==> config.mk <==
export PLATFORM = sky130hd
export DESIGN_NAME = ptnc_norm
export DESIGN_NICKNAME = d
export VERILOG_FILES = /design/src/rtl/pitch_to_note_and_cents_top_macros.svh /design/src/rtl/ptnc_pkg.sv /design/src/rtl/ptnc_norm.sv
export SDC_FILE = /design/constraint.sdc
export NUM_CORES = 1
export LEC_CHECK = 0
export BUFFER_PORTS_ARGS = -buffer_cell sky130_fd_sc_hd__clkbuf_2
export CAP_MARGIN = 0
export CELL_PAD_IN_SITES_DETAIL_PLACEMENT = 1
export CELL_PAD_IN_SITES_GLOBAL_PLACEMENT = 2
export CORE_MARGIN = 2
export CORE_UTILIZATION = 30
export DETAILED_ROUTE_END_ITERATION = 16
export PLACE_DENSITY = 0.94
export SLEW_MARGIN = 20
export SYNTH_ARGS = -nofsm -noshare
export SYNTH_HDL_FRONTEND = slang
export SYNTH_SLANG_ARGS = --single-unit
==> constraint.sdc <==
create_clock -name clock -period 3.4 [get_ports clock]
set_clock_uncertainty 0.2 [all_clocks]
set_input_delay 0.51 -clock clock [delete_from_list [all_inputs] [get_ports clock]]
set_output_delay 0.51 -clock clock [all_outputs]
set_load 0.02 [all_outputs]
==> src/rtl/pitch_to_note_and_cents_top_macros.svh <==
// Assertion macros shared by the pitch to note and cents RTL.
`ifndef PITCH_TO_NOTE_AND_CENTS_TOP_MACROS_SVH
`define PITCH_TO_NOTE_AND_CENTS_TOP_MACROS_SVH

// check cons in the same cycle as ante
`define PTNC_ASSERT_NOW(lbl, ante, cons) \
   lbl: assert property (@(posedge clock) disable iff (reset) (ante) |-> (cons)) \
      else $error("ptnc assertion failed");

// check cons in the cycle after ante
`define PTNC_ASSERT_NEXT(lbl, ante, cons) \
   lbl: assert property (@(posedge clock) disable iff (reset) (ante) |=> (cons)) \
      else $error("ptnc assertion failed");

`endif

==> src/rtl/ptnc_pkg.sv <==
// Shared constants, types and helper functions for the pitch to note converter.
package ptnc_pkg;

   localparam int LOG_FRACTION_BITS_DEFAULT = 16;

   localparam int PITCH_W   = 16;
   localparam int EXP_W     = 4;
   localparam int MANT_W    = 32;
   localparam int NMAG_W    = 8;
   localparam int NOTE_W    = 4;
   localparam int CENTS_W   = 7;
   localparam int DATA_W    = 16;
   localparam int RSP_W     = 16;

   localparam logic [PITCH_W-1:0] REF_RESET      = 16'd7040;
   localparam logic [NOTE_W-1:0]  SEMIS_PER_OCT  = 4'd12;
   localparam logic [6:0]         CENTS_PER_SEMI = 7'd100;
   localparam logic [7:0]         MOD12_RECIP    = 8'd171;

   typedef struct packed {
      logic valid;
      logic live;
   } ctl_type;

   function automatic logic [EXP_W-1:0] msb_index(input logic [PITCH_W-1:0] v);
      logic [EXP_W-1:0] idx;
      idx = '0;
      for (int i = 0; i < PITCH_W; i++) begin
         if (v[i]) idx = EXP_W'(i);
      end
      return idx;
   endfunction

   // valid for values up to 192
   function automatic logic [NOTE_W-1:0] mod12(input logic [NMAG_W-1:0] n);
      logic [15:0] prod;
      logic [4:0]  q;
      logic [NMAG_W-1:0] r;
      prod = 16'(n) * 16'(MOD12_RECIP);
      q    = prod[15:11];
      r    = n - (NMAG_W'(q) * NMAG_W'(SEMIS_PER_OCT));
      return r[NOTE_W-1:0];
   endfunction

endpackage

==> src/rtl/ptnc_norm.sv <==
// Normalize pitch and reference into exponent and Q1.31 mantissa.
module ptnc_norm (
   input  logic                             clock,
   input  logic                             reset,
   input  logic                             en,
   input  ptnc_pkg::ctl_type                ctl_in,
   input  logic [ptnc_pkg::PITCH_W-1:0]     pitch,
   input  logic [ptnc_pkg::PITCH_W-1:0]     ref_pitch,
   output ptnc_pkg::ctl_type                ctl_out,
   output logic [ptnc_pkg::EXP_W-1:0]       e_p,
   output logic [ptnc_pkg::MANT_W-1:0]      m_p,
   output logic [ptnc_pkg::EXP_W-1:0]       e_r,
   output logic [ptnc_pkg::MANT_W-1:0]      m_r
);

   localparam logic [4:0] MANT_TOP = 5'(ptnc_pkg::MANT_W - 1);

   ptnc_pkg::ctl_type                ctl_ff;
   logic [ptnc_pkg::EXP_W-1:0]       e_p_ff, e_r_ff, e_p_in, e_r_in;
   logic [ptnc_pkg::MANT_W-1:0]      m_p_ff, m_r_ff, m_p_in, m_r_in;

   always_comb begin
      e_p_in = ptnc_pkg::msb_index(pitch);
      e_r_in = ptnc_pkg::msb_index(ref_pitch);
      m_p_in = ptnc_pkg::MANT_W'(pitch) << (MANT_TOP - 5'(e_p_in));
      m_r_in = ptnc_pkg::MANT_W'(ref_pitch) << (MANT_TOP - 5'(e_r_in));
   end

   always_ff @(posedge clock) begin
      if (reset) begin
         ctl_ff <= '0;
      end else if (en) begin
         ctl_ff <= ctl_in;
      end
   end

   always_ff @(posedge clock) begin
      if (en) begin
         e_p_ff <= e_p_in;
         e_r_ff <= e_r_in;
         m_p_ff <= m_p_in;
         m_r_ff <= m_r_in;
      end
   end

   assign ctl_out = ctl_ff;
   assign e_p     = e_p_ff;
   assign m_p     = m_p_ff;
   assign e_r     = e_r_ff;
   assign m_r     = m_r_ff;

endmodule

---- After elaboration in Yosys (flattened, before gate mapping) ----
Index checks and enable logic that the tools add are counted.
operators by class
  add/sub/neg operators ................... 2
  shifts and indexed selects .............. 2
  multiplexer cells ....................... 30
operators with widths
  cell                 count
  $mux 4               28
  $shl 16x5->32        2
  $sub 5x4->5 const A  2
  $mux 1               2
word-level totals
  bits in registers ....................... 74
  input port bits ......................... 37
  output and inout bits ................... 74
  word-level logic and storage cells ...... 40

---- Longest topological paths before layout ----
  word-level depth ........................ 17
  gate-level depth with buffers ........... 10
  gate-level depth less buffers ........... 9

---- Least setup slack after synthesis ----
OpenSTA, ideal clock, no wires.
  kind .................................... input to register
  start point ............................. input port ref_pitch[14] in the netlist's numbering
  end point ............................... register m_r_ff (netlist bit m_r[29]), data pin
  library setup time ...................... 0.261 ns
  data arrival time ....................... 2.147 ns
  data required time ...................... 2.939 ns
  path slack .............................. 0.792 ns
  stages .................................. 9
  buffers on the path ..................... 2
  cells stage by stage .................... buf_2 -> nor2_1 -> a211oi_1 -> a221oi_2 -> buf_6 -> mux2i_1 -> or2_1 -> mux2i_1 -> a221o_1
between the ends
  word-level cells in the longest chain between the ends .. 4
RTL lines
  item                  line             RTL
  start, declared       ptnc_norm.sv:8   input logic [ptnc_pkg::PITCH_W-1:0] ref_pitch,
  $mux 4 (2 in series)  ptnc_pkg.sv:29   if (v[i]) idx = EXP_W'(i);
  net e_r_in, one bit   ptnc_norm.sv:19  logic [ptnc_pkg::EXP_W-1:0] e_p_ff, e_r_ff, e_p_in, e_r_in;
  $sub 5x4->5           ptnc_norm.sv:26  m_r_in = ptnc_pkg::MANT_W'(ref_pitch) << (MANT_TOP - 5'(e_r_in));
  $shl 16x5->32         ptnc_norm.sv:26
  net m_r_in, one bit   ptnc_norm.sv:20  logic [ptnc_pkg::MANT_W-1:0] m_p_ff, m_r_ff, m_p_in, m_r_in;
  end signal, assigned  ptnc_norm.sv:42  m_r_ff <= m_r_in;
  end, declared         ptnc_norm.sv:20
The timed path passes the listed nets, and every way through them passes these cells.
A chain may end at the register's enable or synchronous reset.

---- Final worst setup path ----
  start point ............................. input port ref_pitch[14] in the netlist's numbering
  end point ............................... register m_r_ff (netlist bit m_r[29]), data pin
between the ends
  word-level cells in the longest chain between the ends .. 4
RTL lines
  item                  line
  $mux 4 (2 in series)  ptnc_pkg.sv:29
  $sub 5x4->5           ptnc_norm.sv:26
  $shl 16x5->32 *       ptnc_norm.sv:26
  net m_r_in, one bit   ptnc_norm.sv:20
Mark *: on every way through the listed nets, which the timed path passes. The rest lies on a longest branch.

==> impl_metrics.py <==
metrics = {
    "finish": {
        "drive_gt1_frac": 0.273,
        "area_growth_pct": 17.0,
        "final_area_um2": 3680,
        "antenna_cells": 0,
        "final_nets": 453,
    },
    "route": {
        "num_vias": 2746,
        "ant_nets": 0,
        "wl_per_cell_um": 15.3,
        "dr.pass1.iters": 4,
        "viasPerCell": 4.97,
        "drc": 0,
        "drt_iter0_drc": 105,
        "routed_wl_um": 8470,
    },
    "worst_setup_path": {
        "critical_path_class": "in -> reg",
        "arrival_ns": 2.52,
        "startpoint_type": "input port",
        "cp.required_ns": 3.25,
        "end_kind": "register",
        "cp_max_fo": 11,
    },
    "floorplanning": {
        "die_y_um": 106,
        "die_w_um": 106,
        "core.rowCount": 37,
        "coreArea_um2": 10300,
        "ioPinCount": 111,
        "start_util": 0.306,
        "die-area_um2": 11300,
    },
    "cts": {
        "clk_path_buf_depth": 2,
        "cts.sinks": 42,
        "cts_root_buffer": "clkbuf_8",
        "hold_buffers": 0,
        "cts_buffers": 5,
        "cts_resized": 0,
        "clock_latency_ns": 0.28,
        "cts_tree": "yes",
        "htree_levels": 2,
        "cts.clk_slew.worst_paths_ns": 0.08,
        "post_cts_buffers": 0,
    },
    "place": {
        "placed_cell_area_um2": 3600,
        "hpwl_um": 6860,
        "port_buffers": 78,
        "gp_congestion": 0.880,
    },
    "synth": {
        "synth_top_area_cell": "edfxtp_1",
        "synth_enable_flop_cells": 40,
        "synth_top_area_frac": 0.382,
        "ys.flop_type": "edfxtp_1",
        "syn_area_per_cell_um2": 9.48,
        "yosys_register_bits": 42,
        "ys_seq_area_frac": 0.394,
        "synthArstFlopShare": 0,
        "synthCells": 332,
        "ys_warn_count": 0,
        "syn-cell-area_um2": 3150,
        "ys_types": 55,
        "synthTopCellsByArea": "edfxtp_1, mux2i_1, buf_4",
    },
    "global_route": {
        "grt_pass1_vias": 2684,
        "grt_max_degree": 23,
        "antenna_found_initial": 0,
        "grt_overflow": 0,
        "track_usage": 0.144,
        "grt_pass1_wl_um": 13300,
    },
    "power": {
        "swShare": 0.342,
        "p_per_area_nw_per_um2": 378,
        "p_int_mw": 0.916,
        "p_leak_nw": 1.60,
        "peakVddDrop_mv": 0.168,
        "p_switching_mw": 0.477,
        "pwr-share-clk": 0.220,
        "power_frac_seq": 0.466,
        "p_total_mw": 1.39,
        "p_comb_frac": 0.314,
    },
    "sta": {
        "setup_viol": 0,
        "hold_violations": 0,
        "tightest_slew_ns": 0.539,
        "slew_headroom": 0.641,
        "period_needed_ns": 2.67,
        "max_freq_mhz": 374,
        "post-route-period-util": 0.786,
        "tns_ns": 0,
        "rsz0062_at_grt": "false",
        "report.final.slew_viol_count": 0,
    },
    "flow_run": {
        "maxCapViolations": 0,
    },
    "run_status": {
        "status": "finished clean",
    },
    "min_path": {
        "hold_class": "in -> reg",
    },
}
## state kept, by name, indices dropped and copies added, names as in the netlist
signal / flops
ctl_out: 2
e_p: 4
e_r: 4
m_p: 16
m_r: 16
## cell families after synthesis
kind of cell,after synthesis,share of synthesized area
other,1,0.00119
buffers and inverters,55,0.115
DFF,42,0.394
AOI/OAI and AO/OA,78,0.186
muxes,38,0.123
and+or+nand+nor,118,0.180
## cells in the final DEF (no fill, tap or decap), types with 3 or more instances in the layout
cell      instances
buf_4            12
conb_1           32
o21ai_1           4
a32oi_1           3
inv_1             8
mux2i_1          33
o32ai_1           3
o311ai_1          3
clkbuf_2         78
nor4_1            6
nor2_1           47
a21oi_1          14
a22oi_1           5
nand2b_1          4
mux2_2            5
nand2_1          25
a21o_1            3
and2_1            3
nor3_1            7
clkbuf_8          5
o22ai_1           5
nand3_1           5
o21ai_0          14
nor2b_1          12
edfxtp_1         40
a22o_1            3
## worst max-delay path, stage by stage
cell and delay (ns):
clkbuf_2 0.15, nor2_1 0.30, a211oi_1 0.19, a221oi_2 0.20
buf_4 0.23, mux2i_1 0.36, or2_1 0.19, mux2i_1 0.08
a221o_1 0.29
## synthesized netlist by cell type (2+ instances only)
cell type / count
a221o_1: 2
o311ai_1: 3
nand2b_1: 4
a21oi_1: 14
o32ai_1: 3
inv_1: 8
o211ai_1: 2
o21ai_1: 4
buf_6: 3
or4_1: 2
o21ai_2: 2
o21ai_0: 14
o22ai_1: 5
nand3_1: 5
mux2_2: 5
a22o_1: 3
buf_4: 33
a21o_1: 3
inv_2: 2
nand2_1: 25
buf_2: 5
dfxtp_1: 2
a32oi_1: 3
a22oi_1: 5
nor2b_1: 12
and2_1: 3
or3_1: 2
a2bb2oi_1: 2
nor4_1: 6
edfxtp_1: 40
clkbuf_1: 2
nor3_1: 7
nor2_1: 47
mux2i_1: 33
## through the flow
step                cells  setup slack (ns)  hold WS, ns   util
finish                553             0.726        0.200  0.358
global route          553             0.523        0.202  0.358
CTS                   553             0.723        0.192  0.358
detailed placement    545             0.394        0.301  0.350
global placement      545             0.495        0.274  0.350
floorplan             363             0.792        0.379      -
## cell type report
| class | count | area, um^2 |
|---|---|---|
| fillers | 1258 | 6600 |
| clock inverters | 3 | 16.3 |
| flip-flops and latches | 42 | 1240 |
| repair buffers | 90 | 480 |
| well taps | 136 | 170 |
| multi-input cells | 266 | 1660 |
| clock buffers | 5 | 68.8 |
| inverters | 11 | 43.8 |
## power groups by stage
| stage | clock, mW | sequential [mW] | combinational [mW] |
|---|---|---|---|
| after floorplan | 0 | 0.726 | 0.246 |
| after global placement | 0 | 0.659 | 0.430 |
| after detailed placement | 0 | 0.661 | 0.438 |
| after CTS | 0.318 | 0.649 | 0.440 |
| after global routing | 0.334 | 0.652 | 0.477 |
| final | 0.307 | 0.649 | 0.438 |
## worst paths after layout
check / startpoint / to / cells after the start / slack (ns)
worst min-delay path: reset / ctl_out[1] / 2 / 0.20
worst max-delay path: ref_pitch[14] / m_r[29] / 9 / 0.73
worst max register to register: ctl_out[1] / ctl_out[1] / 2 / 2.61
worst min register to register: ctl_out[0] / ctl_out[0] / 2 / 0.31
## metal layers
metal | part of all wire | global-route usage | up-vias | wire length [um]
met5 | 0 | 0 | - | 0
met4 | 0.020 | 0.0408 | 0 | 172
li1 | - | - | 1333 | -
met1 | 0.45 | 0.183 | 1303 | 3780
met3 | 0.053 | 0.0221 | 15 | 445
met2 | 0.48 | 0.255 | 95 | 4070
Note: power is estimated with default switching activity, not from simulation.
