`config.mk`:
```
export PLATFORM = sky130hd
export DESIGN_NAME = ptnc_log_step
export DESIGN_NICKNAME = d
export VERILOG_FILES = /design/src/rtl/pitch_to_note_and_cents_top_macros.svh /design/src/rtl/ptnc_pkg.sv /design/src/rtl/ptnc_log_step.sv
export SDC_FILE = /design/constraint.sdc
export NUM_CORES = 2
export LEC_CHECK = 0
export BUFFER_PORTS_ARGS = -buffer_cell sky130_fd_sc_hd__buf_4
export CAP_MARGIN = 10
export CORE_ASPECT_RATIO = 1.2
export CORE_MARGIN = 2
export CORE_UTILIZATION = 65
export CTS_BUF_LIST = sky130_fd_sc_hd__clkbuf_4 sky130_fd_sc_hd__clkbuf_8
export CTS_CLUSTER_SIZE = 14
export DETAILED_ROUTE_END_ITERATION = 7
export GPL_TIMING_DRIVEN = 1
export PLACE_DENSITY = 0.83
export SYNTH_ARGS = -nofsm -noshare
export SYNTH_HDL_FRONTEND = slang
export SYNTH_SLANG_ARGS = --single-unit
```
`constraint.sdc`:
```
create_clock -name clock -period 22.3 [get_ports clock]
set_clock_uncertainty 0.15 [all_clocks]
set_input_delay 2.23 -clock clock [delete_from_list [all_inputs] [get_ports clock]]
set_output_delay 2.23 -clock clock [all_outputs]
set_load 0.01 [all_outputs]
```
`src/rtl/pitch_to_note_and_cents_top_macros.svh`:
```
// Assertion macros shared by the pitch to note and cents RTL.
`ifndef PITCH_TO_NOTE_AND_CENTS_TOP_MACROS_SVH
`define PITCH_TO_NOTE_AND_CENTS_TOP_MACROS_SVH

// check cons in the same cycle as ante
`define PTNC_ASSERT_NOW(lbl, ante, cons) \
   lbl: assert property (@(posedge clock) disable iff (reset) (ante) |-> (cons)) \
      else $error("ptnc assertion failed");

// check cons in the cycle after ante
`define PTNC_ASSERT_NEXT(lbl, ante, cons) \
   lbl: assert property (@(posedge clock) disable iff (reset) (ante) |=> (cons)) \
      else $error("ptnc assertion failed");

`endif

```
`src/rtl/ptnc_pkg.sv`:
```
// Shared constants, types and helper functions for the pitch to note converter.
package ptnc_pkg;

   localparam int LOG_FRACTION_BITS_DEFAULT = 16;

   localparam int PITCH_W   = 16;
   localparam int EXP_W     = 4;
   localparam int MANT_W    = 32;
   localparam int NMAG_W    = 8;
   localparam int NOTE_W    = 4;
   localparam int CENTS_W   = 7;
   localparam int DATA_W    = 16;
   localparam int RSP_W     = 16;

   localparam logic [PITCH_W-1:0] REF_RESET      = 16'd7040;
   localparam logic [NOTE_W-1:0]  SEMIS_PER_OCT  = 4'd12;
   localparam logic [6:0]         CENTS_PER_SEMI = 7'd100;
   localparam logic [7:0]         MOD12_RECIP    = 8'd171;

   typedef struct packed {
      logic valid;
      logic live;
   } ctl_type;

   function automatic logic [EXP_W-1:0] msb_index(input logic [PITCH_W-1:0] v);
      logic [EXP_W-1:0] idx;
      idx = '0;
      for (int i = 0; i < PITCH_W; i++) begin
         if (v[i]) idx = EXP_W'(i);
      end
      return idx;
   endfunction

   // valid for values up to 192
   function automatic logic [NOTE_W-1:0] mod12(input logic [NMAG_W-1:0] n);
      logic [15:0] prod;
      logic [4:0]  q;
      logic [NMAG_W-1:0] r;
      prod = 16'(n) * 16'(MOD12_RECIP);
      q    = prod[15:11];
      r    = n - (NMAG_W'(q) * NMAG_W'(SEMIS_PER_OCT));
      return r[NOTE_W-1:0];
   endfunction

endpackage

```
`src/rtl/ptnc_log_step.sv`:
```
// One squaring step of the log2 fraction for pitch and reference lanes.
module ptnc_log_step #(
   parameter int LOG_FRACTION_BITS = ptnc_pkg::LOG_FRACTION_BITS_DEFAULT
) (
   input  logic                             clock,
   input  logic                             reset,
   input  logic                             en,
   input  ptnc_pkg::ctl_type                ctl_in,
   input  logic [ptnc_pkg::EXP_W-1:0]       e_p,
   input  logic [ptnc_pkg::MANT_W-1:0]      m_p,
   input  logic [LOG_FRACTION_BITS-1:0]     frac_p,
   input  logic [ptnc_pkg::EXP_W-1:0]       e_r,
   input  logic [ptnc_pkg::MANT_W-1:0]      m_r,
   input  logic [LOG_FRACTION_BITS-1:0]     frac_r,
   output ptnc_pkg::ctl_type                ctl_out,
   output logic [ptnc_pkg::EXP_W-1:0]       e_p_out,
   output logic [ptnc_pkg::MANT_W-1:0]      m_p_out,
   output logic [LOG_FRACTION_BITS-1:0]     frac_p_out,
   output logic [ptnc_pkg::EXP_W-1:0]       e_r_out,
   output logic [ptnc_pkg::MANT_W-1:0]      m_r_out,
   output logic [LOG_FRACTION_BITS-1:0]     frac_r_out
);

   localparam int MW = ptnc_pkg::MANT_W;
   localparam int F  = LOG_FRACTION_BITS;

   ptnc_pkg::ctl_type          ctl_ff;
   logic [ptnc_pkg::EXP_W-1:0] e_p_ff, e_r_ff;
   logic [MW-1:0]              m_p_ff, m_r_ff, m_p_in, m_r_in;
   logic [F-1:0]               frac_p_ff, frac_r_ff, frac_p_in, frac_r_in;
   logic [2*MW-1:0]            sq_p, sq_r;
   logic [MW:0]                t_p, t_r;

   always_comb begin
      sq_p      = (2*MW)'(m_p) * (2*MW)'(m_p);
      sq_r      = (2*MW)'(m_r) * (2*MW)'(m_r);
      t_p       = sq_p[2*MW-1:MW-1];
      t_r       = sq_r[2*MW-1:MW-1];
      m_p_in    = t_p[MW] ? t_p[MW:1] : t_p[MW-1:0];
      m_r_in    = t_r[MW] ? t_r[MW:1] : t_r[MW-1:0];
      frac_p_in = {frac_p[F-2:0], t_p[MW]};
      frac_r_in = {frac_r[F-2:0], t_r[MW]};
   end

   always_ff @(posedge clock) begin
      if (reset) begin
         ctl_ff <= '0;
      end else if (en) begin
         ctl_ff <= ctl_in;
      end
   end

   always_ff @(posedge clock) begin
      if (en) begin
         e_p_ff    <= e_p;
         e_r_ff    <= e_r;
         m_p_ff    <= m_p_in;
         m_r_ff    <= m_r_in;
         frac_p_ff <= frac_p_in;
         frac_r_ff <= frac_r_in;
      end
   end

   assign ctl_out    = ctl_ff;
   assign e_p_out    = e_p_ff;
   assign m_p_out    = m_p_ff;
   assign frac_p_out = frac_p_ff;
   assign e_r_out    = e_r_ff;
   assign m_r_out    = m_r_ff;
   assign frac_r_out = frac_r_ff;

endmodule

```
# After elaboration in Yosys (flattened, before gate mapping)

Cells that the tools add are included.

Flip-flop bits (word level): 106
Input port bits: 109
Output and inout bits: 106
Logic and storage cells: 14

$mul: 2
Multiplexer cells: 2

Operator list:

| kind                                           | count |
|---|---|
| 32-bit by 32-bit multiplier with 64-bit output | 2 |
| 31-bit 2-to-1 mux                              | 2 |

# Depth between registers and ports, before layout

Depth after elaboration: 2
Mapped depth: 32

# Least setup slack after synthesis

Ideal clock, no wire load.

Path kind: input-to-reg
Start point: input port m_p[2] (netlist name)
End point: register m_p_ff[10], in the netlist m_p_out[10], data pin
Arrival time: 9639 ps
Setup slack: 12251 ps
Stages: 29
Buffers on the path: 4
Cell sequence: clkbuf_1 -> buf_1 -> nand2_1 -> fa_1 -> inv_1 -> fa_1 -> inv_1 -> fa_1 -> fa_1 -> inv_1 -> fa_1 -> inv_1 -> fa_1 -> inv_1 -> fa_1 -> fa_1 -> ha_1 -> and4_4 -> o2bb2ai_1 -> nor4b_2 -> o311ai_2 -> o21bai_2 -> o211ai_4 -> a2bb2oi_4 -> and4_4 -> or3_4 -> buf_6 -> buf_6 -> mux2_4

Word-level cells in the longest chain between the ends: 2

RTL lines:

| what                                           | line                | source |
|---|---|---|
| from (decl)                                    | ptnc_log_step.sv:10 | `input logic [ptnc_pkg::MANT_W-1:0] m_p,` |
| 32-bit by 32-bit multiplier with 64-bit output | ptnc_log_step.sv:35 | `sq_p = (2*MW)'(m_p) * (2*MW)'(m_p);` |
| 31-bit 2-to-1 mux                              | ptnc_log_step.sv:39 | `m_p_in = t_p[MW] ? t_p[MW:1] : t_p[MW-1:0];` |
| named net m_p_in[10]                           | ptnc_log_step.sv:29 | `logic [MW-1:0] m_p_ff, m_r_ff, m_p_in, m_r_in;` |
| to (signal assigned)                           | ptnc_log_step.sv:57 | `m_p_ff <= m_p_in;` |
| to (decl)                                      | ptnc_log_step.sv:29 |  |

The timed path passes the listed nets, and every way through them passes these cells.
A chain may end at the register's enable or synchronous reset.

# Final worst setup path

Start point: input port m_r[16] (netlist name)
End point: register m_r_ff[1], in the netlist m_r_out[1], data pin

Word-level cells in the longest chain between the ends: 2

RTL lines:

| what                                           | line                | source |
|---|---|---|
| from (decl)                                    | ptnc_log_step.sv:13 | `input logic [ptnc_pkg::MANT_W-1:0] m_r,` |
| 32-bit by 32-bit multiplier with 64-bit output | ptnc_log_step.sv:36 | `sq_r = (2*MW)'(m_r) * (2*MW)'(m_r);` |
| 31-bit 2-to-1 mux                              | ptnc_log_step.sv:40 | `m_r_in = t_r[MW] ? t_r[MW:1] : t_r[MW-1:0];` |
| named net m_r_in[1]                            | ptnc_log_step.sv:29 |  |
| to (signal assigned)                           | ptnc_log_step.sv:58 | `m_r_ff <= m_r_in;` |
| to (decl)                                      | ptnc_log_step.sv:29 |  |

The timed path passes the listed nets, and every way through them passes these cells.

==> run_results.csv <==
group,metric,value,unit
run_status,status,"finished, final reports clean",
synth,ys_seq_area_share,5.115,%
critical_path,worstSetupPathType,"in2reg",
clock_network,cts.sinks,106,
global_routing,grt_pass1_vias,48131,
finish,fillers,7026,
synth,syn_inst,6390,
timing,period_needed,11.72,ns
critical_path,critPathLaunchType,"primary input",
synth,synth_compound_area_share,4.632,%
die,fp-row-count,123,
global_routing,grt_max_degree,87,
job,cap_violations,0,
die,core,0.09403,mm2
critical_path,slowest_stage,"a221oi_1",
clock_network,htree_levels,3,
clock_network,postCtsSetupBuffers,0,
critical_path,crit_family,"adder cells",
timing,setup_viol,0,
timing,grt_setup_unrepaired,"no",
detailed_routing,wirelength,152600,um
clock_network,cts_resized,0,
place,place_hpwl,121600,um
die,die_h,341.9,um
synth,ys_warn_count,0,
critical_path,r2r_cells,2,
clock_network,cts_root_buf,"clkbuf_8",
synth,synth-simple-area-share,10.19,%
critical_path,crit_path_max_incr_delay,0.59,ns
synth,synth-main-ff-cell,"edfxtp_1",
synth,synth_area,0.06183,mm2
detailed_routing,drt-pass1-iter-count,5,
clock_network,cts_buffer_depth,2,
synth,synthXorXnorAreaFrac,2.236,%
worst_hold_path,hold_path.class,"reg2reg",
synth,ys_ff_latch,106,
die,die_x,285.6,um
critical_path,cpMostUsedCell,"fa_1",
global_routing,grtUsageTotal,32.78,%
detailed_routing,drc_errors,0,
timing,fin_crit_sh,52.56,%
finish,n_antenna_cell,0,
synth,syn-num-nets,8679,
die,fp.dieArea,0.09762,mm2
place,routabilityCongestion,0.9392,
critical_path,path_max_fanout,45,
place,place.port_buffers,212,
timing,hold_viol_final,0,
synth,synthAdderAreaFrac,63.32,%
synth,muxShareOfSynthArea,1.137,%
critical_path,end_kind,"flip-flop",
critical_path,path_buf_inv,5,
timing,setup_tns,0,ns
die,pin_count,215,
synth,syn_area_per_cell,9.677,um2
detailed_routing,ant_nets,0,
timing,max_freq,0.08532,GHz
timing,worstMarginPinSlew,1.090,ns
critical_path,arrival,11.67,ns
critical_path,required,22.25,ns
finish,syn_to_final_growth,3.990,%
clock_network,clk_pin_slew,0.11,ns
detailed_routing,first_iter_violations,2923,
timing,relSlewSlack,26.55,%
clock_network,insertion_delay,0.37,ns
clock_network,cts_buffers,9,
detailed_routing,wire_per_inst,20.00,um
critical_path,cp.depth,25,
global_routing,antenna_found_initial,1,
clock_network,hold_buffers,0,
detailed_routing,vias,42827,
timing,drv_slew,0,
synth,synth_top_family_by_area,"adder cells",
synth,yosysUniqueCellTypes,74,
die,initial_core_util,65.76,%
synth,synth_edf_count,104,
finish,fin_nets,8667,
worst_hold_path,holdPathStages,2,
detailed_routing,viasPerCell,5.611,
finish,drive_gt1_share,5.170,%
global_routing,overflow,0,
clock_network,cts_tree,"built",
synth,ys_async_sr_fraction,0,%
global_routing,grt_pass1_wl,248500,um
## kinds of logic (layout without fill, tap and decap cells)
| family | count (synthesis) | in the layout |
|---|---|---|
| muxes | 61 | 61 |
| and+or+nand+nor | 1266 | 1266 |
| adders and majority gates | 2180 | 2180 |
| buffers and inverters | 2194 | 2187 |
| DFF | 106 | 106 |
| AOI/OAI and AO/OA | 426 | 426 |
| xor gates and xnor gates | 157 | 157 |
## worst paths after layout
kind                           startpoint  slack (ns)                 endpoint
setup reg to reg  ctl_out[1]$_SDFFE_PP0P_       21.45  ctl_out[1]$_SDFFE_PP0P_
hold reg to reg   ctl_out[0]$_SDFFE_PP0P_        0.36  ctl_out[0]$_SDFFE_PP0P_
hold / removal    ctl_out[0]$_SDFFE_PP0P_        0.36  ctl_out[0]$_SDFFE_PP0P_
setup / recovery                  m_r[16]       10.58     m_r_out[1]$_DFFE_PP_
## registers in the layout, indices dropped and copies added, names as in the netlist
name	count
m_p_out	32
frac_r_out	16
e_r_out	4
m_r_out	32
frac_p_out	16
ctl_out	2
e_p_out	4
## metrics by stage
stage / cells / hold slack (ns) / cell area [um2] / worst slack, ns / utilization, %
floorplan: 6390 / 0.3779 / 61830 / 12.25 / -
finish: 7633 / 0.3593 / 64300 / 10.58 / 68.38
global placement: 7617 / 0.3280 / 64090 / 10.45 / 68.16
CTS: 7633 / 0.3659 / 64300 / 10.72 / 68.38
detailed placement: 7617 / 0.3398 / 64090 / 10.36 / 68.16
global route: 7633 / 0.3861 / 64300 / 10.31 / 68.38
## worst reg2reg max path: stages (launching register included)
cell     delay [ns]
dfxtp_1        0.40
mux2i_1        0.09
nor2_1         0.15
## cells in the mapped netlist (all sizes together), types with 22 or more instances
library cell,count,share of area (%)
a21o,73,0.89
a21oi,128,1.0
a31o,29,0.41
a31oi,24,0.24
and2,461,4.7
clkbuf,217,1.3
edfxtp,104,5.1
fa,1582,51
ha,598,12
inv,1956,12
mux2,38,0.76
mux2i,23,0.37
nand2,555,3.4
nand4,28,0.28
nor2,104,0.63
nor2b,22,0.22
o21ai,60,0.49
o21bai,27,0.33
xnor2,79,1.1
xor2,78,1.1
## cells in the final DEF, fill, tap and decap left out, types with 29 or more instances in the layout
cell type,synthesis,layout
o21ai_0,59,59
buf_4,0,214
a21o_1,73,73
a31o_2,29,29
xnor2_1,78,78
and2_1,461,461
xor2_1,78,78
fa_1,1582,1582
a21oi_1,127,127
ha_1,598,598
nor2_1,104,104
nand2_1,555,555
edfxtp_1,104,104
inv_1,1956,1956
## routing by layer
layer  wire length (um)  vias to the layer above  track usage [%]
li1                   -                    18588                -
met1              54010                    21837            40.40
met2              77800                     1901            56.91
met3              11800                      499            4.887
met4               9013                        2            15.72
met5                 13                        -                0
## final cells by class
type | instances | area, um2 | area share [%]
tap | 1250 | 1564 | 2.432
clock buffer | 9 | 123.9 | 0.1926
multi-input combinational | 4090 | 50410 | 78.40
clock inverter | 7 | 85.08 | 0.1323
inverter | 1957 | 7346 | 11.42
timing repair buffer | 214 | 1607 | 2.498
sequential | 106 | 3163 | 4.919
Power is left out: the tool's default activity adds up to more than one toggle a clock period on the data nets, which glitch-free logic cannot reach.
