===== src/rtl/pitch_to_note_and_cents_top_macros.svh =====
// Assertion macros shared by the pitch to note and cents RTL.
`ifndef PITCH_TO_NOTE_AND_CENTS_TOP_MACROS_SVH
`define PITCH_TO_NOTE_AND_CENTS_TOP_MACROS_SVH

// check cons in the same cycle as ante
`define PTNC_ASSERT_NOW(lbl, ante, cons) \
   lbl: assert property (@(posedge clock) disable iff (reset) (ante) |-> (cons)) \
      else $error("ptnc assertion failed");

// check cons in the cycle after ante
`define PTNC_ASSERT_NEXT(lbl, ante, cons) \
   lbl: assert property (@(posedge clock) disable iff (reset) (ante) |=> (cons)) \
      else $error("ptnc assertion failed");

`endif


===== src/rtl/ptnc_pkg.sv =====
// Shared constants, types and helper functions for the pitch to note converter.
package ptnc_pkg;

   localparam int LOG_FRACTION_BITS_DEFAULT = 16;

   localparam int PITCH_W   = 16;
   localparam int EXP_W     = 4;
   localparam int MANT_W    = 32;
   localparam int NMAG_W    = 8;
   localparam int NOTE_W    = 4;
   localparam int CENTS_W   = 7;
   localparam int DATA_W    = 16;
   localparam int RSP_W     = 16;

   localparam logic [PITCH_W-1:0] REF_RESET      = 16'd7040;
   localparam logic [NOTE_W-1:0]  SEMIS_PER_OCT  = 4'd12;
   localparam logic [6:0]         CENTS_PER_SEMI = 7'd100;
   localparam logic [7:0]         MOD12_RECIP    = 8'd171;

   typedef struct packed {
      logic valid;
      logic live;
   } ctl_type;

   function automatic logic [EXP_W-1:0] msb_index(input logic [PITCH_W-1:0] v);
      logic [EXP_W-1:0] idx;
      idx = '0;
      for (int i = 0; i < PITCH_W; i++) begin
         if (v[i]) idx = EXP_W'(i);
      end
      return idx;
   endfunction

   // valid for values up to 192
   function automatic logic [NOTE_W-1:0] mod12(input logic [NMAG_W-1:0] n);
      logic [15:0] prod;
      logic [4:0]  q;
      logic [NMAG_W-1:0] r;
      prod = 16'(n) * 16'(MOD12_RECIP);
      q    = prod[15:11];
      r    = n - (NMAG_W'(q) * NMAG_W'(SEMIS_PER_OCT));
      return r[NOTE_W-1:0];
   endfunction

endpackage


===== src/rtl/ptnc_finish.sv =====
// Semitone offset, rounding, note index and cents over three stages.
module ptnc_finish #(
   parameter int LOG_FRACTION_BITS = ptnc_pkg::LOG_FRACTION_BITS_DEFAULT
) (
   input  logic                             clock,
   input  logic                             reset,
   input  logic                             en,
   input  ptnc_pkg::ctl_type                ctl_in,
   input  logic [ptnc_pkg::EXP_W-1:0]       e_p,
   input  logic [LOG_FRACTION_BITS-1:0]     frac_p,
   input  logic [ptnc_pkg::EXP_W-1:0]       e_r,
   input  logic [LOG_FRACTION_BITS-1:0]     frac_r,
   output ptnc_pkg::ctl_type                ctl_out,
   output logic [ptnc_pkg::NOTE_W-1:0]      note_index,
   output logic [ptnc_pkg::CENTS_W-1:0]     cents
);

   localparam int F   = LOG_FRACTION_BITS;
   localparam int LW  = F + ptnc_pkg::EXP_W;
   localparam int SW  = F + ptnc_pkg::NMAG_W;
   localparam int CW  = F + ptnc_pkg::CENTS_W;
   localparam int NW  = ptnc_pkg::NMAG_W;
   localparam int TW  = ptnc_pkg::NOTE_W;
   localparam int KW  = ptnc_pkg::CENTS_W;

   // stage A: log difference
   ptnc_pkg::ctl_type ctl_a_ff;
   logic              neg_a_ff, neg_a_in;
   logic [LW-1:0]     dmag_a_ff, dmag_a_in, lp, lr;

   // stage B: scale by twelve and round
   ptnc_pkg::ctl_type ctl_b_ff;
   logic              neg_b_ff, rneg_b_ff, rneg_b_in;
   logic [NW-1:0]     nmag_b_ff, nmag_b_in;
   logic [F-1:0]      ra_b_ff, ra_b_in, low;
   logic [SW-1:0]     smag;
   logic [NW:0]       nsum;
   logic [F:0]        rdiff;

   // stage C: note and cents
   ptnc_pkg::ctl_type ctl_c_ff;
   logic [TW-1:0]     note_c_ff, note_c_in, note_raw;
   logic [KW-1:0]     cents_c_ff, cents_c_in, cmag;
   logic [CW-1:0]     csum;
   logic              cneg;

   always_comb begin
      lp        = {e_p, frac_p};
      lr        = {e_r, frac_r};
      neg_a_in  = lp < lr;
      dmag_a_in = neg_a_in ? (lr - lp) : (lp - lr);
   end

   always_comb begin
      smag      = (SW'(dmag_a_ff) << 3) + (SW'(dmag_a_ff) << 2);
      low       = smag[F-1:0];
      rneg_b_in = smag[F-1];
      nsum      = (NW+1)'(smag[SW-1:F]) + (NW+1)'(rneg_b_in);
      nmag_b_in = nsum[NW-1:0];
      rdiff     = ((F+1)'(1) << F) - (F+1)'(low);
      ra_b_in   = rneg_b_in ? rdiff[F-1:0] : low;
   end

   always_comb begin
      csum     = CW'(ra_b_ff) * CW'(ptnc_pkg::CENTS_PER_SEMI)
               + (CW'(1) << (F - 1));
      cmag     = csum[CW-1:F];
      cneg     = (rneg_b_ff != neg_b_ff) && (cmag != '0);
      note_raw = ptnc_pkg::mod12(nmag_b_ff);
      if (neg_b_ff && note_raw != '0) begin
         note_raw = ptnc_pkg::SEMIS_PER_OCT - note_raw;
      end
      cents_c_in = cneg ? (KW'(0) - cmag) : cmag;
      note_c_in  = note_raw;
      if (!ctl_b_ff.live) begin
         cents_c_in = '0;
         note_c_in  = '0;
      end
   end

   always_ff @(posedge clock) begin
      if (reset) begin
         ctl_a_ff <= '0;
         ctl_b_ff <= '0;
         ctl_c_ff <= '0;
      end else if (en) begin
         ctl_a_ff <= ctl_in;
         ctl_b_ff <= ctl_a_ff;
         ctl_c_ff <= ctl_b_ff;
      end
   end

   always_ff @(posedge clock) begin
      if (en) begin
         neg_a_ff   <= neg_a_in;
         dmag_a_ff  <= dmag_a_in;
         neg_b_ff   <= neg_a_ff;
         rneg_b_ff  <= rneg_b_in;
         nmag_b_ff  <= nmag_b_in;
         ra_b_ff    <= ra_b_in;
         note_c_ff  <= note_c_in;
         cents_c_ff <= cents_c_in;
      end
   end

   assign ctl_out    = ctl_c_ff;
   assign note_index = note_c_ff;
   assign cents      = cents_c_ff;

endmodule


===== config.mk =====
export PLATFORM = sky130hd
export DESIGN_NAME = ptnc_finish
export DESIGN_NICKNAME = d
export VERILOG_FILES = /design/src/rtl/pitch_to_note_and_cents_top_macros.svh /design/src/rtl/ptnc_pkg.sv /design/src/rtl/ptnc_finish.sv
export SDC_FILE = /design/constraint.sdc
export NUM_CORES = 1
export LEC_CHECK = 0
export BUFFER_PORTS_ARGS = -buffer_cell sky130_fd_sc_hd__buf_2
export CAP_MARGIN = 20
export CORE_ASPECT_RATIO = 1.5
export CORE_MARGIN = 1.5
export CORE_UTILIZATION = 54
export CTS_CLUSTER_DIAMETER = 40
export CTS_CLUSTER_SIZE = 25
export DETAILED_ROUTE_END_ITERATION = 12
export PLACE_DENSITY = 0.78
export REMOVE_ABC_BUFFERS = 1
export SLEW_MARGIN = 10
export SYNTH_ARGS = -nofsm -noshare
export SYNTH_HDL_FRONTEND = slang
export SYNTH_SLANG_ARGS = --single-unit

===== constraint.sdc =====
create_clock -name clock -period 4.8 [get_ports clock]
set_input_delay 0.96 -clock clock [delete_from_list [all_inputs] [get_ports clock]]
set_output_delay 0.96 -clock clock [all_outputs]
set_load 0.03 [all_outputs]

## After elaboration in Yosys (flattened, before gate mapping)

Cells that the tools add are included.

| word-level totals | value |
|---|---|
| word-level logic and storage cells | 37 |
| input bits | 45 |
| register bits | 64 |
| output and inout port bits | 13 |

| cells by class | value |
|---|---|
| multiplexer cells | 4 |
| magnitude comparators | 1 |
| $add $sub $neg | 9 |
| equal/unequal tests | 1 |
| reduce and logical (&&, ||, !) cells | 4 |
| $mul | 3 |

Operator list:

| cell | number |
|---|---|
| $sub 20x20->20 | 2 |
| $add 23x22->24 | 1 |
| $add 23x16->23 const B | 1 |
| $mul 16x5->21 const B | 1 |
| $lt 20x20->1 | 1 |
| $mux 20 | 1 |
| $mul 8x8->16 const B | 1 |
| $sub 1x16->16 const A | 1 |
| $mux 15 | 1 |
| $add 8x1->8 | 1 |
| $mux 7 | 1 |
| $reduce_bool 7->1 | 1 |
| $sub 1x7->7 const A | 1 |
| $mul 5x2->2 const B | 1 |
| $mux 4 | 1 |
| $reduce_bool 4->1 | 1 |
| $sub 4x4->4 | 1 |
| $sub 4x4->4 const A | 1 |
| $logic_and 1x1->1 | 2 |
| $ne 1x1->1 | 1 |

## Longest topological paths before layout

| depth | value |
|---|---|
| depth in word-level cells | 6 |
| depth in mapped cells | 20 |
| gate-level depth less buffers | 20 |

## Worst setup path before layout

No wires, ideal clock.

| path | value |
|---|---|
| path kind | register to register |
| start point | reg ra_b_ff[8] |
| end point | reg cents_c_ff[1] (netlist: cents[1]) (data pin) |
| library setup time | 0.159 ns |
| data required time | 4.641 ns |
| arrival time | 4.701 ns |
| setup slack | -0.060 ns |
| stages on the path, launching flop included | 21 |
| path through | edfxtp_1 -> ha_1 -> ha_1 -> inv_1 -> fa_1 -> inv_1 -> ha_1 -> nand4_1 -> a211o_1 -> a21boi_0 -> nor3_1 -> nor2_1 -> ha_1 -> inv_1 -> a2111oi_0 -> nand2_1 -> or3_1 -> nand3_1 -> nand2_1 -> o31a_2 -> a211oi_2 |

| between the ends | value |
|---|---|
| longest elaborated chain between the ends | 5 |
| elaborated cells between the ends (all ways) | 6 |
| those cells by class | add/sub (2); mul (1); mux (1); reduce/logical (2) |

RTL lines:

| element | line | text |
|---|---|---|
| start, declared | ptnc_finish.sv:35 | `logic [F-1:0] ra_b_ff, ra_b_in, low;` |
| start signal, assigned | ptnc_finish.sv:100 | `ra_b_ff <= ra_b_in;` |
| $mul 16x5->21 (*) | ptnc_finish.sv:65 | `csum = CW'(ra_b_ff) * CW'(ptnc_pkg::CENTS_PER_SEMI)` |
| $add 23x16->23 (*) | ptnc_finish.sv:66 | `+ (CW'(1) << (F - 1));` |
| parallel branches: the longest is 2 deep, another holds $sub 1x7->7 | -- |  |
| $mux 7 (*) | ptnc_finish.sv:73 | `cents_c_in = cneg ? (KW'(0) - cmag) : cmag;` |
| end signal, assigned | ptnc_finish.sv:102 | `cents_c_ff <= cents_c_in;` |
| end, declared | ptnc_finish.sv:43 | `logic [KW-1:0] cents_c_ff, cents_c_in, cmag;` |

Every way passes the cells marked *.
A chain may end at the register's enable or synchronous reset.

## Worst setup path in the final report

| path | value |
|---|---|
| start point | reg nmag_b_ff[3] |
| end point | reg note_c_ff[3] (netlist: note_index[3]) (data pin) |

| between the ends | value |
|---|---|
| longest elaborated chain between the ends | 6 |
| elaborated cells between the ends (all ways) | 7 |
| those cells by class | add/sub (2); mul (2); mux (1); reduce/logical (2) |

RTL lines:

| element | line | text |
|---|---|---|
| start, declared | ptnc_finish.sv:34 | `logic [NW-1:0] nmag_b_ff, nmag_b_in;` |
| start signal, assigned | ptnc_finish.sv:99 | `nmag_b_ff <= nmag_b_in;` |
| $mul 8x8->16 | ptnc_pkg.sv:39 | `prod = 16'(n) * 16'(MOD12_RECIP);` |
| $mul 5x2->2 | ptnc_pkg.sv:41 | `r = n - (NMAG_W'(q) * NMAG_W'(SEMIS_PER_OCT));` |
| $sub 4x4->4 (*) | ptnc_pkg.sv:41 |  |
| parallel branches: the longest is 2 deep, another holds $sub 4x4->4 | -- |  |
| $mux 4 (*) | ptnc_finish.sv:70 | `if (neg_b_ff && note_raw != '0) begin` |
| end signal, assigned | ptnc_finish.sv:101 | `note_c_ff <= note_c_in;` |
| end, declared | ptnc_finish.sv:42 | `logic [TW-1:0] note_c_ff, note_c_in, note_raw;` |

Marked as above.

==> flow_metrics.env <==
export IMPL_final_net_count=1161
export IMPL_worstPathBufferInverterCount=4
export IMPL_grt_start_max_net_pins=47
export IMPL_cell_depth_of_the_worst_hold_path=0
export IMPL_clkLatencyLatePin_ns=0.33
export IMPL_hpwlAfterDp_mm=13.0
export IMPL_grt_overflow=0
export IMPL_ys_types=70
export IMPL_synthCells=866
export IMPL_leading_cell_type_by_number_of_instances_after_synthesis="ha_1"
export IMPL_grt_pass1_wl_mm=27.3
export IMPL_worst_path_dominant_cell_family="adder cells"
export IMPL_boundary_pins=58
export IMPL_groute_usage_overall_pct=22.5
export IMPL_clk_transition_reported_paths_ns=0.06
export IMPL_gpl_final_weighted_congestion=0.899
export IMPL_viasPerCell=5.66
export IMPL_r2r_setup_slack_ns=0.07
export IMPL_maxCapViolations=0
export IMPL_rr_startpoint="nmag_b_ff[3]"
export IMPL_synth_cells_most_frequent="143 x ha_1, 124 x inv_1, 63 x a21oi_1"
export IMPL_hold_start="neg_a_ff"
export IMPL_critical_path_slowest_cell="fa_1"
export IMPL_clkSinkCount=62
export IMPL_cp_start_kind="register"
export IMPL_outcome="complete, no violations"
export IMPL_first_pass_iters=5
export IMPL_timing_critical_path_cells="buf_6 > buf_6 > ha_4 > ha_2 > inv_1 > fa_1 > inv_1 > ha_1 > a41o_1 > a21o_1 > a21oi_2 > o2111ai_2 > a21oi_2 > xnor2_2 > ha_2 > xor2_2 > xnor2_1 > xnor2_1 > xnor2_1 > or3b_4 > a21oi_2"
export IMPL_cts_htree_levels=3
export IMPL_setup_slack_ns=0.0707
export IMPL_whs_ns=0.440
export IMPL_route_antenna_remaining_nets=0
export IMPL_finalCritPeriodShare_pct=98.5
export IMPL_fp_row_count=53
export IMPL_worstMarginPinSlew_ns=1.07
export IMPL_setup_total_negative_slack_ns=0
export IMPL_yosys_warnings=0
export IMPL_area_growth_synth_to_final_pct=16.5
export IMPL_ctsRootBufferMaster="clkbuf_16"
export IMPL_setup_viol_count_final=0
export IMPL_timing_slew_headroom_pct=28.5
export IMPL_timing_fmax_mhz=211
export IMPL_synth_main_ff_cell="edfxtp_1"
export IMPL_timing_critical_path_required_ns=4.99
export IMPL_critical_path_peak_fanout=3
export IMPL_placeableCoreArea_um2=14100
export IMPL_synth_yosys_seq_area_share_pct=23.0
export IMPL_clock_skew_final_ns=0.00691
export IMPL_drc_errors=0
export IMPL_first_global_vias=6522
export IMPL_hold_path_class="register to register"
export IMPL_n_antenna_cell=0
export IMPL_grt_antenna_before_repair=0
export IMPL_worst_path_largest_cell_delay_ns=0.50
export IMPL_rsz0062_at_grt="yes"
export IMPL_area_contributors_post_synth="ha_1 23%, edfxtp_1 21%, inv_1 5.9%"
export IMPL_end_kind="register"
export IMPL_die_area_um2=15300
export IMPL_timing_final_max_slew_violations=0
export IMPL_layout_drive_gt1_share_pct=17.3
export IMPL_rr_worst_depth=21
export IMPL_whs_endpoint="neg_b_ff"
export IMPL_edff_count_synth=56
export IMPL_netlist_area_um2=7850
export IMPL_routed_wl_mm=16.9
export IMPL_routed_via_count=6496
export IMPL_yosysTopAreaCellShare_pct=22.8
export IMPL_wl_per_cell_um=14.7
export IMPL_max_clock_path_buffers=2
export IMPL_placement_setup_worst_slack_ns=-0.181
export IMPL_synthesis_area_per_instance_um2=9.06
export IMPL_clock_tree_from_tritoncts="yes"
export IMPL_yosys_register_bits=62
export IMPL_layout_min_cycle_time_ns=4.73
export IMPL_timing_hold_violations_final=0
export IMPL_drt_first_iter_violations=224
export IMPL_ys_async_sr_fraction_pct=0
export IMPL_die_height_um=151
export IMPL_worst_ep_arrival_time_ns=4.92
export IMPL_critPathKind="register to register"
export IMPL_r2r_end="note_index[3]"
export IMPL_hold_buffers=0
export IMPL_die_width_um=101
export IMPL_initial_utilization_pct=55.6
export IMPL_count_of_input_and_output_buffers=57
export IMPL_number_of_clock_buffers_inserted_by_tritoncts=9
export IMPL_yosysTopAreaCell="ha_1"
## cells in the final DEF, fill, tap and decap left out, types with 4 or more instances in the layout
cell and instances:
ha_1 129, inv_1 120, a21oi_1 59, buf_2 57, edfxtp_1 56, nor2_1 49
xnor2_1 44, nand2_1 39, buf_4 33, a21o_1 31, o21ai_0 31, xor2_1 27
fa_1 22, nand3_1 18, mux2i_1 17, ha_4 11, nand2b_1 10, nor2b_1 9
nand4_1 9, o21bai_1 9, o21a_1 9, clkbuf_16 9, and3_1 8, o211ai_1 8
nor3_1 8, o31ai_1 7, a211oi_1 7, a31oi_1 6, dfxtp_1 6, a21oi_2 5
a211o_1 5, inv_2 5, nand3_2 4, o211a_1 4, or3_1 4, nand3b_1 4
clkinv_1 4, a21boi_0 4
## what timing repair did
item                       in CTS  in global routing
setup buffers                   5                  6
gates resized for setup         9                 38
pin swaps                       2                 41
setup endpoints to repair       6                  8
## logic make-up after synthesis
family,after synthesis,synth area share [%]
compound gates,214,18.4
simple gates,186,12.0
fa+ha+maj,165,28.4
buf+inv,145,6.97
xor+xnor,74,8.50
flops,62,23.0
mux,20,2.74
## metal layers
| layer | share of wire (%) | routed length, um | GRT usage, % |
|---|---|---|---|
| met5 | 0 | 0 | 0 |
| met4 | 3.6 | 603 | 11.9 |
| met3 | 2.3 | 388 | 2.32 |
| met2 | 59 | 9880 | 47.3 |
| met1 | 36 | 6000 | 19.8 |
## sequential cells by signal, summed over array words and instances (netlist names)
signal      count
dmag_a_ff      20
ra_b_ff        14
nmag_b_ff       8
cents           7
note_index      4
ctl_a_ff        2
ctl_b_ff        2
ctl_out         2
neg_a_ff        1
neg_b_ff        1
rneg_b_ff       1
## per-stage QoR
stage | utilization (%) | instance area, um^2 | std cells
2_1_floorplan | - | 7780 | 848
3_3_place_gp | 60.1 | 8480 | 1121
3_5_place_dp | 60.1 | 8480 | 1121
4_1_cts | 62.8 | 8870 | 1142
5_1_grt | 64.8 | 9150 | 1148
6_report | 64.8 | 9150 | 1148
## layout make-up
type                    instances  area, um^2
flip-flops and latches         62        1800
inverters                     127         477
well taps                     192         240
repair buffers                 92         556
fillers                      1173        4980
clock buffers                  10         229
multi-input cells             659        5760
clock inverters                 6        85.1
## worst max-delay path by stage
stage | cells past startpoint | start | slack, ns | endpoint
floorplan | 20 | ra_b_ff[8] | -0.06 | cents[1]
global placement | 21 | ra_b_ff[7] | 0.06 | cents[1]
detailed placement | 21 | ra_b_ff[7] | -0.18 | cents[1]
CTS | 20 | ra_b_ff[7] | 0.005 | cents[6]
global route | 20 | nmag_b_ff[4] | -0.15 | note_index[1]
finish | 21 | nmag_b_ff[3] | 0.07 | note_index[3]
Power is not shown: default switching activity piles up to over one toggle a cycle in this logic, so the estimate is an artifact.
